$ cat config.mk
export PLATFORM = sky130hd
export DESIGN_NAME = ragged_to_dense_copy_fill_ranges_core
export DESIGN_NICKNAME = d
export VERILOG_FILES = /design/src/rtl/core/r2d_pkg.sv /design/src/rtl/core/r2d_cfg.sv /design/src/rtl/core/r2d_front.sv /design/src/rtl/core/r2d_queue.sv /design/src/rtl/core/r2d_back.sv /design/src/rtl/core/ragged_to_dense_copy_fill_ranges_core.sv
export SDC_FILE = /design/constraint.sdc
export NUM_CORES = 2
export LEC_CHECK = 0
export BUFFER_PORTS_ARGS = -buffer_cell sky130_fd_sc_hd__buf_2
export CAP_MARGIN = 5
export CELL_PAD_IN_SITES_DETAIL_PLACEMENT = 1
export CELL_PAD_IN_SITES_GLOBAL_PLACEMENT = 1
export CORE_ASPECT_RATIO = 1.4
export CORE_MARGIN = 2
export CORE_UTILIZATION = 46
export DETAILED_ROUTE_END_ITERATION = 16
export PLACE_DENSITY = 0.87
export SYNTH_ARGS = -nofsm -noshare
export SYNTH_HDL_FRONTEND = slang
export SYNTH_SLANG_ARGS = --single-unit
export TNS_END_PERCENT = 20
$ cat constraint.sdc
create_clock -name aclk -period 11 [get_ports aclk]
set_input_delay 2.2 -clock aclk [delete_from_list [all_inputs] [get_ports aclk]]
set_output_delay 2.2 -clock aclk [all_outputs]
set_load 0.01 [all_outputs]
$ cat src/rtl/core/r2d_pkg.sv
// ----------------------------------------------------------------------------
// r2d_pkg
// Shared types and constants of the ragged-to-dense copy/fill range core.
// ----------------------------------------------------------------------------
package r2d_pkg;

    // Deepest nesting the core tracks, and number of size registers.
    localparam int MAX_DIMS   = 4;
    localparam int REG_DIMS   = 4;
    localparam int DIM_LIMIT  = (MAX_DIMS < REG_DIMS) ? MAX_DIMS : REG_DIMS;
    localparam int DEPTH_W    = $clog2(MAX_DIMS + 1);
    localparam int SIZE_IDX_W = $clog2(REG_DIMS);

    // Field widths.
    localparam int COUNT_W  = 16;
    localparam int OFFSET_W = 32;
    localparam int ADDR_W   = 5;

    // Queue between the front and the back.
    localparam int QUEUE_DEPTH = 4;
    localparam int QPTR_W      = $clog2(QUEUE_DEPTH);
    localparam int QCNT_W      = $clog2(QUEUE_DEPTH + 1);

    // Token kinds on the input stream. Code 3 carries no meaning.
    typedef enum logic [1:0] {
        TOK_BEGIN  = 2'd0,
        TOK_FINISH = 2'd1,
        TOK_COUNT  = 2'd2
    } token_kind_t;

    // Register indexes (word address bits).
    typedef enum logic [2:0] {
        REG_DIM_COUNT  = 3'd0,
        REG_DIM_SIZE0  = 3'd1,
        REG_DIM_SIZE1  = 3'd2,
        REG_DIM_SIZE2  = 3'd3,
        REG_DIM_SIZE3  = 3'd4
    } reg_index_t;

    // Configuration view handed to the front.
    typedef struct packed {
        logic                                 busy;
        logic [DEPTH_W-1:0]                   eff_dims;
        logic [REG_DIMS-1:0][COUNT_W-1:0]     dim_len;
        logic [MAX_DIMS:1][OFFSET_W-1:0]      stride;
    } r2d_cfg_t;

    // One classified operation travelling from the front to the back.
    typedef struct packed {
        logic                clr;
        logic                emit;
        logic                act;
        logic                inner;
        logic                over;
        logic                under;
        logic [COUNT_W-1:0]  count;
        logic [COUNT_W-1:0]  length;
        logic [COUNT_W-1:0]  shortfall;
        logic [OFFSET_W-1:0] stride;
    } r2d_op_t;

endpackage

$ cat src/rtl/core/r2d_cfg.sv
// ----------------------------------------------------------------------------
// r2d_cfg
// Register file on the APB port and the stride sequencer that rebuilds the
// per-level strides after every write to a defined register.
// ----------------------------------------------------------------------------
module r2d_cfg (
    input  logic                         aclk,
    input  logic                         aresetn,
    input  logic                         psel,
    input  logic                         penable,
    input  logic                         pwrite,
    input  logic [r2d_pkg::ADDR_W-1:0]   paddr,
    input  logic [31:0]                  pwdata,
    output logic [31:0]                  prdata,
    output logic                         pready,
    output r2d_pkg::r2d_cfg_t            cfg
);
    import r2d_pkg::*;

    logic [2:0]                       dim_count_reg;
    logic [REG_DIMS-1:0][COUNT_W-1:0] dim_len_reg;
    logic [MAX_DIMS:1][OFFSET_W-1:0]  stride_reg;
    logic                             busy_reg;
    logic                             busy_next;
    logic [DEPTH_W-1:0]               step_reg;
    logic [DEPTH_W-1:0]               step_next;
    logic [DEPTH_W-1:0]               eff_dims;
    logic [DEPTH_W-1:0]               step_up;
    logic [SIZE_IDX_W-1:0]            size_idx;
    logic [COUNT_W+OFFSET_W-1:0]      prod;
    reg_index_t                       reg_idx;
    logic                             wr_en;
    logic                             wr_hit;

    assign pready  = 1'b1;
    assign reg_idx = reg_index_t'(paddr[ADDR_W-1:2]);
    assign wr_en   = psel && penable && pwrite && pready;

    // A write to a defined register restarts the stride sequencer.
    always_comb begin
        unique case (reg_idx)
            REG_DIM_COUNT, REG_DIM_SIZE0, REG_DIM_SIZE1,
            REG_DIM_SIZE2, REG_DIM_SIZE3: wr_hit = wr_en;
            default:                      wr_hit = 1'b0;
        endcase
    end

    // Register writes.
    always_ff @(posedge aclk) begin
        if (!aresetn) begin
            dim_count_reg <= 3'd1;
            dim_len_reg   <= {REG_DIMS{16'd1}};
        end else if (wr_en) begin
            unique case (reg_idx)
                REG_DIM_COUNT: dim_count_reg  <= pwdata[2:0];
                REG_DIM_SIZE0: dim_len_reg[0] <= pwdata[COUNT_W-1:0];
                REG_DIM_SIZE1: dim_len_reg[1] <= pwdata[COUNT_W-1:0];
                REG_DIM_SIZE2: dim_len_reg[2] <= pwdata[COUNT_W-1:0];
                REG_DIM_SIZE3: dim_len_reg[3] <= pwdata[COUNT_W-1:0];
                default: ;
            endcase
        end
    end

    // Read-back mux.
    always_comb begin
        unique case (reg_idx)
            REG_DIM_COUNT: prdata = {29'd0, dim_count_reg};
            REG_DIM_SIZE0: prdata = {16'd0, dim_len_reg[0]};
            REG_DIM_SIZE1: prdata = {16'd0, dim_len_reg[1]};
            REG_DIM_SIZE2: prdata = {16'd0, dim_len_reg[2]};
            REG_DIM_SIZE3: prdata = {16'd0, dim_len_reg[3]};
            default:       prdata = 32'd0;
        endcase
    end

    // Effective dimension count: zero acts as one, large values clamp.
    always_comb begin
        if (dim_count_reg == 3'd0) begin
            eff_dims = DEPTH_W'(1);
        end else if (DEPTH_W'(dim_count_reg) > DEPTH_W'(DIM_LIMIT)) begin
            eff_dims = DEPTH_W'(DIM_LIMIT);
        end else begin
            eff_dims = DEPTH_W'(dim_count_reg);
        end
    end

    // One stride per cycle, from the innermost level outward.
    assign step_up  = step_reg + DEPTH_W'(1);
    assign size_idx = step_reg[SIZE_IDX_W-1:0];
    assign prod     = dim_len_reg[size_idx] * stride_reg[step_up];

    always_comb begin
        busy_next = busy_reg;
        step_next = step_reg;
        if (wr_hit) begin
            busy_next = 1'b1;
            step_next = DEPTH_W'(MAX_DIMS - 1);
        end else if (busy_reg) begin
            if (step_reg == DEPTH_W'(1)) begin
                busy_next = 1'b0;
            end else begin
                step_next = step_reg - DEPTH_W'(1);
            end
        end
    end

    always_ff @(posedge aclk) begin
        if (!aresetn) begin
            busy_reg <= 1'b0;
            step_reg <= DEPTH_W'(MAX_DIMS - 1);
        end else begin
            busy_reg <= busy_next;
            step_reg <= step_next;
        end
    end

    always_ff @(posedge aclk) begin
        if (!aresetn) begin
            stride_reg <= {MAX_DIMS{32'd1}};
        end else if (busy_reg && !wr_hit) begin
            if (step_reg >= eff_dims) begin
                stride_reg[step_reg] <= 32'd1;
            end else begin
                stride_reg[step_reg] <= prod[OFFSET_W-1:0];
            end
        end
    end

    assign cfg.busy     = busy_reg;
    assign cfg.eff_dims = eff_dims;
    assign cfg.dim_len  = dim_len_reg;
    assign cfg.stride   = stride_reg;

endmodule

$ cat src/rtl/core/r2d_front.sv
// ----------------------------------------------------------------------------
// r2d_front
// Accepts nesting tokens, tracks depth and per-level counts, and classifies
// each finish token and each record start into an operation for the back.
// ----------------------------------------------------------------------------
module r2d_front (
    input  logic                 aclk,
    input  logic                 aresetn,
    input  logic                 s_tvalid,
    output logic                 s_tready,
    input  logic [15:0]          s_tdata,   // [15:0] element_total
    input  logic [2:0]           s_tuser,   // [1:0] token_kind, [2] record_start
    input  r2d_pkg::r2d_cfg_t    cfg,
    input  logic                 q_full,
    output logic                 push,
    output r2d_pkg::r2d_op_t     op
);
    import r2d_pkg::*;

    logic [DEPTH_W-1:0] depth_reg;
    logic [DEPTH_W-1:0] depth_next;
    logic [COUNT_W-1:0] count_reg  [0:MAX_DIMS];
    logic [COUNT_W-1:0] count_next [0:MAX_DIMS];
    logic [DEPTH_W-1:0] cur_depth;
    logic [DEPTH_W-1:0] depth_dec;
    logic [COUNT_W-1:0] cur_count;
    logic [COUNT_W-1:0] length;
    logic [OFFSET_W-1:0] stride_sel;
    token_kind_t        kind;
    logic               start;
    logic               accept;

    assign kind     = token_kind_t'(s_tuser[1:0]);
    assign start    = s_tuser[2];
    assign s_tready = !cfg.busy && !q_full;
    assign accept   = s_tvalid && s_tready;

    // A record start clears the tracking state before the token applies.
    assign cur_depth = start ? '0 : depth_reg;
    assign cur_count = start ? '0 : count_reg[depth_reg];
    assign depth_dec = cur_depth - DEPTH_W'(1);
    assign length    = cfg.dim_len[depth_dec[SIZE_IDX_W-1:0]];

    always_comb begin
        if (cur_depth != '0) begin
            stride_sel = cfg.stride[cur_depth];
        end else begin
            stride_sel = 32'd1;
        end
    end

    // Next depth and counts.
    always_comb begin
        depth_next = cur_depth;
        for (int i = 0; i <= MAX_DIMS; i++) begin
            count_next[i] = start ? '0 : count_reg[i];
        end
        unique case (kind)
            TOK_BEGIN: begin
                if (cur_depth < cfg.eff_dims) begin
                    if (cur_count != {COUNT_W{1'b1}}) begin
                        count_next[cur_depth] = cur_count + COUNT_W'(1);
                    end
                    depth_next = cur_depth + DEPTH_W'(1);
                end
            end
            TOK_COUNT: begin
                count_next[cur_depth] = s_tdata;
            end
            TOK_FINISH: begin
                if (cur_depth != '0) begin
                    count_next[cur_depth] = '0;
                    depth_next            = depth_dec;
                end
            end
            default: ;
        endcase
    end

    always_ff @(posedge aclk) begin
        if (!aresetn) begin
            depth_reg <= '0;
            count_reg <= '{default: '0};
        end else if (accept) begin
            depth_reg <= depth_next;
            count_reg <= count_next;
        end
    end

    // Classified operation for the back. Clears travel even without a result.
    assign push         = accept && (start || kind == TOK_FINISH);
    assign op.clr       = start;
    assign op.emit      = (kind == TOK_FINISH);
    assign op.act       = (cur_depth != '0);
    assign op.inner     = (cur_depth == cfg.eff_dims);
    assign op.over      = (cur_count > length);
    assign op.under     = (cur_count < length);
    assign op.count     = cur_count;
    assign op.length    = length;
    assign op.shortfall = length - cur_count;
    assign op.stride    = stride_sel;

endmodule

$ cat src/rtl/core/r2d_queue.sv
// ----------------------------------------------------------------------------
// r2d_queue
// Short first-in first-out queue of classified operations between the front
// and the back.
// ----------------------------------------------------------------------------
module r2d_queue (
    input  logic              aclk,
    input  logic              aresetn,
    input  logic              push,
    input  r2d_pkg::r2d_op_t  push_op,
    output logic              q_full,
    input  logic              pop,
    output logic              q_valid,
    output r2d_pkg::r2d_op_t  head_op
);
    import r2d_pkg::*;

    r2d_op_t             entry_reg [QUEUE_DEPTH];
    logic [QPTR_W-1:0]   wr_ptr_reg;
    logic [QPTR_W-1:0]   rd_ptr_reg;
    logic [QCNT_W-1:0]   cnt_reg;
    logic [QCNT_W-1:0]   cnt_next;

    assign q_full  = (cnt_reg == QCNT_W'(QUEUE_DEPTH));
    assign q_valid = (cnt_reg != '0);
    assign head_op = entry_reg[rd_ptr_reg];

    // Occupancy follows pushes and pops.
    always_comb begin
        cnt_next = cnt_reg;
        if (push && !pop) begin
            cnt_next = cnt_reg + QCNT_W'(1);
        end else if (pop && !push) begin
            cnt_next = cnt_reg - QCNT_W'(1);
        end
    end

    always_ff @(posedge aclk) begin
        if (!aresetn) begin
            wr_ptr_reg <= '0;
            rd_ptr_reg <= '0;
            cnt_reg    <= '0;
        end else begin
            cnt_reg <= cnt_next;
            if (push) begin
                wr_ptr_reg <= wr_ptr_reg + QPTR_W'(1);
            end
            if (pop) begin
                rd_ptr_reg <= rd_ptr_reg + QPTR_W'(1);
            end
        end
    end

    // Storage.
    always_ff @(posedge aclk) begin
        if (push) begin
            entry_reg[wr_ptr_reg] <= push_op;
        end
    end

    // The front must never push into a full queue.
    a_no_push_full: assert property (@(posedge aclk) disable iff (!aresetn)
        q_full |-> !push)
        else $error("r2d_queue: push while full");

endmodule

$ cat src/rtl/core/r2d_back.sv
// ----------------------------------------------------------------------------
// r2d_back
// Carries out queued operations: keeps the dense offset and the sticky error,
// works out copy and fill ranges, and holds the result word for the output.
// ----------------------------------------------------------------------------
module r2d_back (
    input  logic              aclk,
    input  logic              aresetn,
    input  logic              q_valid,
    input  r2d_pkg::r2d_op_t  head_op,
    output logic              pop,
    output logic              m_tvalid,
    input  logic              m_tready,
    output logic [111:0]      m_tdata,  // [31:0] copy_offset, [47:32] copy_length,
                                        // [79:48] fill_offset, [111:80] fill_length
    output logic [2:0]        m_tuser   // [0] copy_valid, [1] fill_valid,
                                        // [2] overflow_error
);
    import r2d_pkg::*;

    logic [OFFSET_W-1:0]          offset_reg;
    logic [OFFSET_W-1:0]          offset_next;
    logic                         err_reg;
    logic                         err_next;
    logic                         m_tvalid_reg;
    logic                         m_tvalid_next;
    logic [111:0]                 tdata_reg;
    logic [2:0]                   tuser_reg;
    logic [OFFSET_W-1:0]          off0;
    logic                         err0;
    logic [COUNT_W+OFFSET_W-1:0]  prod;
    logic                         cv;
    logic                         fv;
    logic [OFFSET_W-1:0]          co;
    logic [COUNT_W-1:0]           cl;
    logic [OFFSET_W-1:0]          fo;
    logic [OFFSET_W-1:0]          fl;
    logic                         out_free;
    logic                         load;

    assign out_free = !m_tvalid_reg || m_tready;
    assign pop      = q_valid && (!head_op.emit || out_free);
    assign load     = pop && head_op.emit;

    // A record start clears offset and error before the operation.
    assign off0 = head_op.clr ? '0 : offset_reg;
    assign err0 = head_op.clr ? 1'b0 : err_reg;
    assign prod = head_op.stride * head_op.shortfall;

    // Range generation and state update.
    always_comb begin
        offset_next = off0;
        err_next    = err0;
        cv = 1'b0;
        fv = 1'b0;
        co = '0;
        cl = '0;
        fo = '0;
        fl = '0;
        if (head_op.emit && head_op.act) begin
            if (head_op.inner) begin
                if (head_op.over) begin
                    err_next = 1'b1;
                end else if (!err0) begin
                    if (head_op.count != '0) begin
                        cv = 1'b1;
                        co = off0;
                        cl = head_op.count;
                    end
                    if (head_op.under) begin
                        fv = 1'b1;
                        fo = off0 + OFFSET_W'(head_op.count);
                        fl = OFFSET_W'(head_op.shortfall);
                    end
                end
                offset_next = off0 + OFFSET_W'(head_op.length);
            end else if (head_op.under) begin
                if (!err0) begin
                    fv = 1'b1;
                    fo = off0;
                    fl = prod[OFFSET_W-1:0];
                end
                offset_next = off0 + prod[OFFSET_W-1:0];
            end
        end
    end

    // Output word valid flag.
    always_comb begin
        if (load) begin
            m_tvalid_next = 1'b1;
        end else if (m_tready) begin
            m_tvalid_next = 1'b0;
        end else begin
            m_tvalid_next = m_tvalid_reg;
        end
    end

    always_ff @(posedge aclk) begin
        if (!aresetn) begin
            offset_reg   <= '0;
            err_reg      <= 1'b0;
            m_tvalid_reg <= 1'b0;
        end else begin
            m_tvalid_reg <= m_tvalid_next;
            if (pop) begin
                offset_reg <= offset_next;
                err_reg    <= err_next;
            end
        end
    end

    // Result word.
    always_ff @(posedge aclk) begin
        if (load) begin
            tdata_reg <= {fl, fo, cl, co};
            tuser_reg <= {err_next, fv, cv};
        end
    end

    assign m_tvalid = m_tvalid_reg;
    assign m_tdata  = tdata_reg;
    assign m_tuser  = tuser_reg;

    // A range is never given together with the error flag.
    a_range_no_err: assert property (@(posedge aclk) disable iff (!aresetn)
        m_tvalid_reg && (tuser_reg[0] || tuser_reg[1]) |-> !tuser_reg[2])
        else $error("r2d_back: range given with error set");

    // At the innermost level the padding starts right after the copy.
    a_fill_after_copy: assert property (@(posedge aclk) disable iff (!aresetn)
        m_tvalid_reg && tuser_reg[0] && tuser_reg[1] |->
            tdata_reg[79:48] == (tdata_reg[31:0] + {16'd0, tdata_reg[47:32]}))
        else $error("r2d_back: fill range does not follow copy range");

    // The error stays set until a record start clears it.
    a_err_sticky: assert property (@(posedge aclk) disable iff (!aresetn)
        err_reg && !(pop && head_op.clr) |=> err_reg)
        else $error("r2d_back: error flag dropped without record start");

endmodule

$ cat src/rtl/core/ragged_to_dense_copy_fill_ranges_core.sv
// ----------------------------------------------------------------------------
// ragged_to_dense_copy_fill_ranges_core
// Turns a stream of nesting tokens into dense copy and fill ranges.
//
//   Channel  Dir  Handshake            Word
//   s_       in   s_tvalid/s_tready    tdata element_total; tuser kind, start
//   m_       out  m_tvalid/m_tready    tdata offsets, lengths; tuser flags
//   apb      in   psel/penable/pready  dim_count, four dimension sizes
//
// One token is accepted per cycle while the queue has room and the stride
// sequencer is idle; a result is registered in the queue, then in the result
// word. A four-word queue between front and back lets input keep flowing while
// a result waits on m_tready. A register write reruns the stride sequencer,
// one multiply per level, holding s_tready low. Reset is synchronous and
// clears depth, counts, offset, error and the queue; no clearing pass is needed.
// ----------------------------------------------------------------------------
module ragged_to_dense_copy_fill_ranges_core (
    input  logic                         aclk,
    input  logic                         aresetn,
    // Input token stream.
    input  logic                         s_tvalid,
    output logic                         s_tready,
    input  logic [15:0]                  s_tdata,   // [15:0] element_total
    input  logic [2:0]                   s_tuser,   // [1:0] token_kind, [2] record_start
    // Result stream.
    output logic                         m_tvalid,
    input  logic                         m_tready,
    output logic [111:0]                 m_tdata,   // [31:0] copy_offset,
                                                    // [47:32] copy_length,
                                                    // [79:48] fill_offset,
                                                    // [111:80] fill_length
    output logic [2:0]                   m_tuser,   // [0] copy_valid, [1] fill_valid,
                                                    // [2] overflow_error
    // Configuration port.
    input  logic                         psel,
    input  logic                         penable,
    input  logic                         pwrite,
    input  logic [r2d_pkg::ADDR_W-1:0]   paddr,
    input  logic [31:0]                  pwdata,
    output logic [31:0]                  prdata,
    output logic                         pready
);
    import r2d_pkg::*;

    r2d_cfg_t cfg;
    r2d_op_t  push_op;
    r2d_op_t  head_op;
    logic     push;
    logic     pop;
    logic     q_full;
    logic     q_valid;

    // Registers and strides.
    r2d_cfg u_cfg (
        .aclk    (aclk),
        .aresetn (aresetn),
        .psel    (psel),
        .penable (penable),
        .pwrite  (pwrite),
        .paddr   (paddr),
        .pwdata  (pwdata),
        .prdata  (prdata),
        .pready  (pready),
        .cfg     (cfg)
    );

    // Token front.
    r2d_front u_front (
        .aclk     (aclk),
        .aresetn  (aresetn),
        .s_tvalid (s_tvalid),
        .s_tready (s_tready),
        .s_tdata  (s_tdata),
        .s_tuser  (s_tuser),
        .cfg      (cfg),
        .q_full   (q_full),
        .push     (push),
        .op       (push_op)
    );

    // Operation queue.
    r2d_queue u_queue (
        .aclk    (aclk),
        .aresetn (aresetn),
        .push    (push),
        .push_op (push_op),
        .q_full  (q_full),
        .pop     (pop),
        .q_valid (q_valid),
        .head_op (head_op)
    );

    // Range back.
    r2d_back u_back (
        .aclk     (aclk),
        .aresetn  (aresetn),
        .q_valid  (q_valid),
        .head_op  (head_op),
        .pop      (pop),
        .m_tvalid (m_tvalid),
        .m_tready (m_tready),
        .m_tdata  (m_tdata),
        .m_tuser  (m_tuser)
    );

endmodule

======== Yosys cells after proc, flatten, opt, wreduce, memory -nomap -nowiden ========
Memory sizes are Yosys's and may differ from the RTL's. A register that Yosys moved wholly into a read port is not among the register bits.
Index checks and enable logic that the tools add are counted.
word-level totals
  memory bits (read-only) ................. 0
  memories ................................ 1
  bits in latches ......................... 0
  register bits after elaboration ......... 438
  word-level logic and storage cells ...... 197
  memory bits (writable) .................. 344
memory list
  memory             depth  width  rd ports  clocked after memory_dff  wr ports  line             source
  u_queue.entry_reg  4      86     1         1                         1         r2d_queue.sv:18  r2d_op_t entry_reg [QUEUE_DEPTH];
cells by class
  mux-type cells .......................... 76
  bitwise logic cells ..................... 12
  magnitude comparators ................... 14
  multiply operators ...................... 2
  divide/modulo/power cells ............... 0
  equal/unequal tests ..................... 10
  reduce and logical (&&, ||, !) cells .... 41
  shift-type cells ........................ 0
  add/sub/neg operators ................... 13
operators by type and width
  operator                 number
  $mux W32                 19
  $mux W80                 3
  $pmux W80 S3             1
  $bmux W32 S3             2
  $mux W16                 12
  $bwmux W80               2
  $bwmux W128              1
  $mux W128                1
  $and A124 B124 Y124      1
  $not A124 Y124           1
  $demux W32 S3            1
  $and A80 B80 Y80         1
  $not A80 Y80             1
  $pmux W16 S5             1
  $add A32 B16 Y32         2
  $bmux W16 S2             2
  $bmux W16 S3             1
  $demux W16 S3            1
  $add A32 B32 Y32         1
  $mul A16 B32 Y32         1
  $mul A32 B16 Y32         1
  $mux W3                  7
  $mux W1                  19
  $add A16 B1 Y16 const B  1
  other kinds (38)         85

======== Depth between registers and ports, before layout ========
  depth in word-level cells ............... 10
  mapped depth ............................ 44
  mapped depth without buffers ............ 37

======== Cells and area by module ========
A second synthesis with hierarchy kept.
unflattened totals
  cells, all modules ...................... 6684
  area total of the unflattened synthesis .. 64409.3 µm²
by module, submodules not included
  module     seq. area each (µm²)  instances  cells each  area an instance (µm²)
  r2d_back   4134.0                1          2408        21261.6
  r2d_cfg    3983.8                1          2521        20947.6
  r2d_queue  10510.1               1          493         12889.9
  r2d_front  1661.6                1          1262        9310.2

======== Worst setup path after synthesis ========
Ideal clock, no wire load.
  path type ............................... register -> register
  start ................................... register with a tool-made name
  end ..................................... register u_back.offset_reg[29]
  path slack .............................. 643 ps
  data arrival time ....................... 10232 ps
  period minus slack after synthesis ...... 10357 ps
  data required time ...................... 10875 ps
  stages on the path, launching flop included .. 45
  cells stage by stage .................... dfxtp_1 -> buf_4 -> buf_6 -> buf_6 -> buf_6 -> buf_2 -> buf_1 -> buf_1 -> mux2i_1 -> nand2_1 -> o21a_1 -> clkbuf_1 -> nand2_1 -> fa_1 -> inv_1 -> fa_1 -> inv_1 -> fa_1 -> [9 not listed] -> o21ai_0 -> or3_2 -> o21bai_1 -> a21oi_1 -> xnor2_1 -> ha_1 -> nand3_1 -> nor3_1 -> o221ai_1 -> a21o_1 -> and2b_1 -> maj3_2 -> o21a_1 -> o2111a_1 -> a211oi_2 -> mux2i_1 -> a2111oi_2 -> o21ai_1
RTL lines
  element                 line             source
  end signal: assignment  r2d_back.sv:107  offset_reg <= offset_next;
  end: declaration        r2d_back.sv:21   logic [OFFSET_W-1:0] offset_reg;

==> impl.org <==
** Worst setup path
- For this run, the slowest stage of the critical path takes about 0.55 ns.
- The number of buffers and inverters on the critical path is 6.
- The worst setup path is of the reg -> reg kind.
- Category of the worst setup path launch point :: flop
- Cell type group with the largest total delay on the critical path :: adder cells
- CP required :: 11.65 ns
- By instance count, the cell type seen most on the critical path is fa_1.
- Critical-path top delay cell :: fa_1
- Largest fanout on the critical path :: 21
- Arrival time at the worst endpoint :: around 11 ns
- The worst setup path is captured at a flop.

** CTS
- Counting the buffers created by CTS gives 83.
- Clock latency of the later-clocked register in the worst-skew pair :: approximately 0.76 ns
- The number of hold buffers added after CTS was 0.
- The clock tree synthesis step divided the H-tree into 3 levels.
- Clock tree synthesis found a total of approximately 780 sinks.
- The root buffer cell chosen for the clock tree is clkbuf_16.
- CTS tree :: yes
- Maximum clock insertion buffer count :: 3
- Clock-pin transition on the worst setup and hold timing paths :: about 0.07 ns

** STA
- Count of final setup violators :: 0
- Count of pins over their slew limit :: 0
- Derived from the worst setup path, the maximum achievable clock frequency is between 90 and 100 MHz.
- The worst path needs between 10 and 15 ns of the cycle, external delays included.
- After layout, the worst setup slack is between 0.2 and 0.25 ns.
- Share of the clock period used by the worst path after layout :: 98.1%
- Slew at the pin closest to its max-slew limit :: around 1.2 ns
- Max Clock Skew :: 0.0716 ns
- Slew margin rel. :: between 10% and 20%
- The number of hold violations in the final report came to 0.

** Logic synthesis
- In this run, synthesis inferred roughly 460 flip-flops with an integrated enable.
- Yosys printed 0 warnings.
- Prevailing post-synth register cell :: edfxtp_1
- Flop and latch count out of synthesis :: just under 800
- Post-Syn Area :: ~64000 um2
- Post-synth ARST share :: 0%
- Dividing the synthesized area by the synthesized cell count gives 9.38 um2.
- The netlist uses approximately 110 different library cells.
- Post-synthesis cell count :: slightly below 7k
- Sequential fraction of the synthesis area :: roughly a third

** Floorplanning
- Num ports :: ~210
- Initial standard-cell utilization of the core :: 46.2%
- Die area :: approximately 140000 um2
- Die extent in x :: approximately 320 um
- Core region area :: about 140000 um2
- The floorplan step set the die height to ~450 um.
- Standard-cell rows :: 162

** GRT
- The number of global-route vias before repair came to approximately 62k.
- Entering global routing, the biggest net connects 90 pins.
- The initial antenna violation count was 8.
- The first global-routing pass estimated 377000 um of wire.
- Global route overflow :: 0
- Global routing used roughly a third of the available tracks across all layers.

** Finish
- In the layout the commonest cells are 1125 x nand2_1, 743 x inv_1, 613 x fa_1.
- Area Overhead vs Synth :: 8.82%
- Max reg flops :: about 340
- After the last flow step, the layout net total stands at a little under 8k.
- The post-route netlist has 10.8% of its cells at a drive strength greater than 1.
- Leaving out fill and tap cells, the most frequent cell in the layout is nand2_1.

** Worst hold path
- Class of the worst hold path :: reg -> reg

** Drt
- Count of nets left with antenna violations after detail routing :: 0
- First DRT Iteration DRCs :: 6038
- In the final routed layout, each cell accounts on average for between 20 and 30 um.
- The routed design has 249000 um of wire.
- After detailed routing, the number of vias per cell comes to between 6 and 7.
- DR pass1 iterations :: 9
- Via count :: approximately 57k
- For this run, design rule violations remaining after detail routing come to 0.

** Place
- The wire-length estimate of the detail-placed layout is about 170000 um.
- Timing analysis after detailed placement gives a worst setup slack of between 0.4 and 0.5 ns.
- Gp weighted congestion :: about 0.94
- Buffers placed on the I/O ports in this run total between 150 and 200.

** Run
- Max-cap violations in this run came to 0.

** Run status
- The flow ran to the end, and the final reports show no timing, DRC or antenna violations.
## what timing repair did
item                                    in CTS  in global routing
resized for setup                            0                  9
buffers inserted                             0                  1
endpoints found under the setup margin       0                  6
## cell usage after synthesis, drive strengths merged (6+ instances only)
| library cell | number | share of area, % |
|---|---|---|
| a22o | 11 | 0.15 |
| nand4 | 19 | 0.19 |
| nand2b | 40 | 0.39 |
| ha | 224 | 4.4 |
| o211ai | 31 | 0.36 |
| a21oi | 431 | 3.4 |
| a31oi | 23 | 0.22 |
| or3 | 18 | 0.18 |
| o21ai | 373 | 2.9 |
| a31o | 33 | 0.45 |
| buf | 91 | 0.84 |
| o2111ai | 6 | 0.082 |
| nand2 | 1129 | 6.6 |
| a221o | 6 | 0.094 |
| edfxtp | 459 | 21 |
| fa | 613 | 19 |
| and2 | 172 | 1.7 |
| o31ai | 15 | 0.18 |
| a222oi | 29 | 0.45 |
| o21a | 36 | 0.42 |
| nor2b | 119 | 1.2 |
| a221oi | 52 | 0.71 |
| clkbuf | 330 | 1.9 |
| mux4 | 116 | 4.1 |
| and3 | 19 | 0.19 |
| a22oi | 128 | 1.5 |
| nor3 | 55 | 0.43 |
| mux2i | 51 | 0.80 |
| nor2 | 450 | 2.6 |
| a211o | 6 | 0.082 |
| dfxtp | 325 | 10 |
| a21o | 54 | 0.63 |
| o21bai | 16 | 0.19 |
| nor4 | 23 | 0.23 |
| o22ai | 41 | 0.41 |
| o2bb2ai | 9 | 0.12 |
| a211oi | 23 | 0.28 |
| or2 | 8 | 0.078 |
| nand3 | 165 | 1.3 |
| inv | 745 | 4.4 |
| xor2 | 53 | 0.73 |
| xnor2 | 129 | 1.8 |
| o221ai | 7 | 0.096 |
| mux2 | 82 | 1.4 |
## worst register-to-register path: cells and delay by family (launching register included)
kind	cells	cell delay, ns
adders and majority gates	9	4.18
AOI/OAI and AO/OA	12	2.89
and+or+nand+nor	6	1.27
buffers and inverters	6	0.93
muxes	2	0.72
DFF	1	0.53
xor gates and xnor gates	1	0.20
## cell type report
type | count | area (um2)
Clock inverter | 48 | 749
Sequential cell | 784 | 20300
Clock buffer | 107 | 2270
Inverter | 748 | 2810
Antenna cell | 2 | 5.00
Timing Repair Buffer | 316 | 1940
Fill cell | 15600 | 69000
Multi-Input combinational cell | 4901 | 39500
Tap cell | 1804 | 2260
## worst paths after layout
kind	start	endpoint	slack [ns]	cells after the start
setup reg to reg	flop	u_back.offset_reg[31]$_SDFFE_PN0P_	0.21	36
setup / recovery	flop	u_back.offset_reg[31]$_SDFFE_PN0P_	0.21	36
hold / removal	u_front.count_reg[60]$_SDFFE_PN0P_	u_front.count_reg[60]$_SDFFE_PN0P_	0.47	2
hold reg to reg	u_front.count_reg[60]$_SDFFE_PN0P_	u_front.count_reg[60]$_SDFFE_PN0P_	0.47	2
## kinds of logic after synthesis
| family | synth area share, % |
|---|---|
| adders and majority gates | 23.5 |
| muxes | 6.31 |
| AOI/OAI and AO/OA | 13.4 |
| xor gates and xnor gates | 2.65 |
| buffers and inverters | 7.19 |
| and+or+nand+nor | 15.3 |
| other | 0.0117 |
| DFF | 31.6 |
## stage by stage
stage | setup TNS, ns | hold slack, ns | cell area, um2 | util, % | instances
6_report | 0 | 0.475 | 69800 | 50.3 | 8710
5_1_grt | -0.0958 | 0.487 | 69800 | 50.3 | 8709
4_1_cts | 0 | 0.475 | 69800 | 50.2 | 8706
3_5_place_dp | 0 | 0.463 | 66700 | 48.1 | 8551
3_3_place_gp | 0 | 0.442 | 66700 | 48.1 | 8551
2_1_floorplan | 0 | 0.432 | 64200 | - | 6855
## layer usage
metal | routed length (um) | global-route usage [%] | share of wire (%)
met5 | 59 | 0 | 0.024
met4 | 21400 | 25.9 | 8.6
met3 | 23400 | 7.64 | 9.4
met2 | 121000 | 58.6 | 49
met1 | 82600 | 37.5 | 33
Power is left out: the tool's default activity adds up to more than one toggle a clock period on the data nets, which glitch-free logic cannot reach.
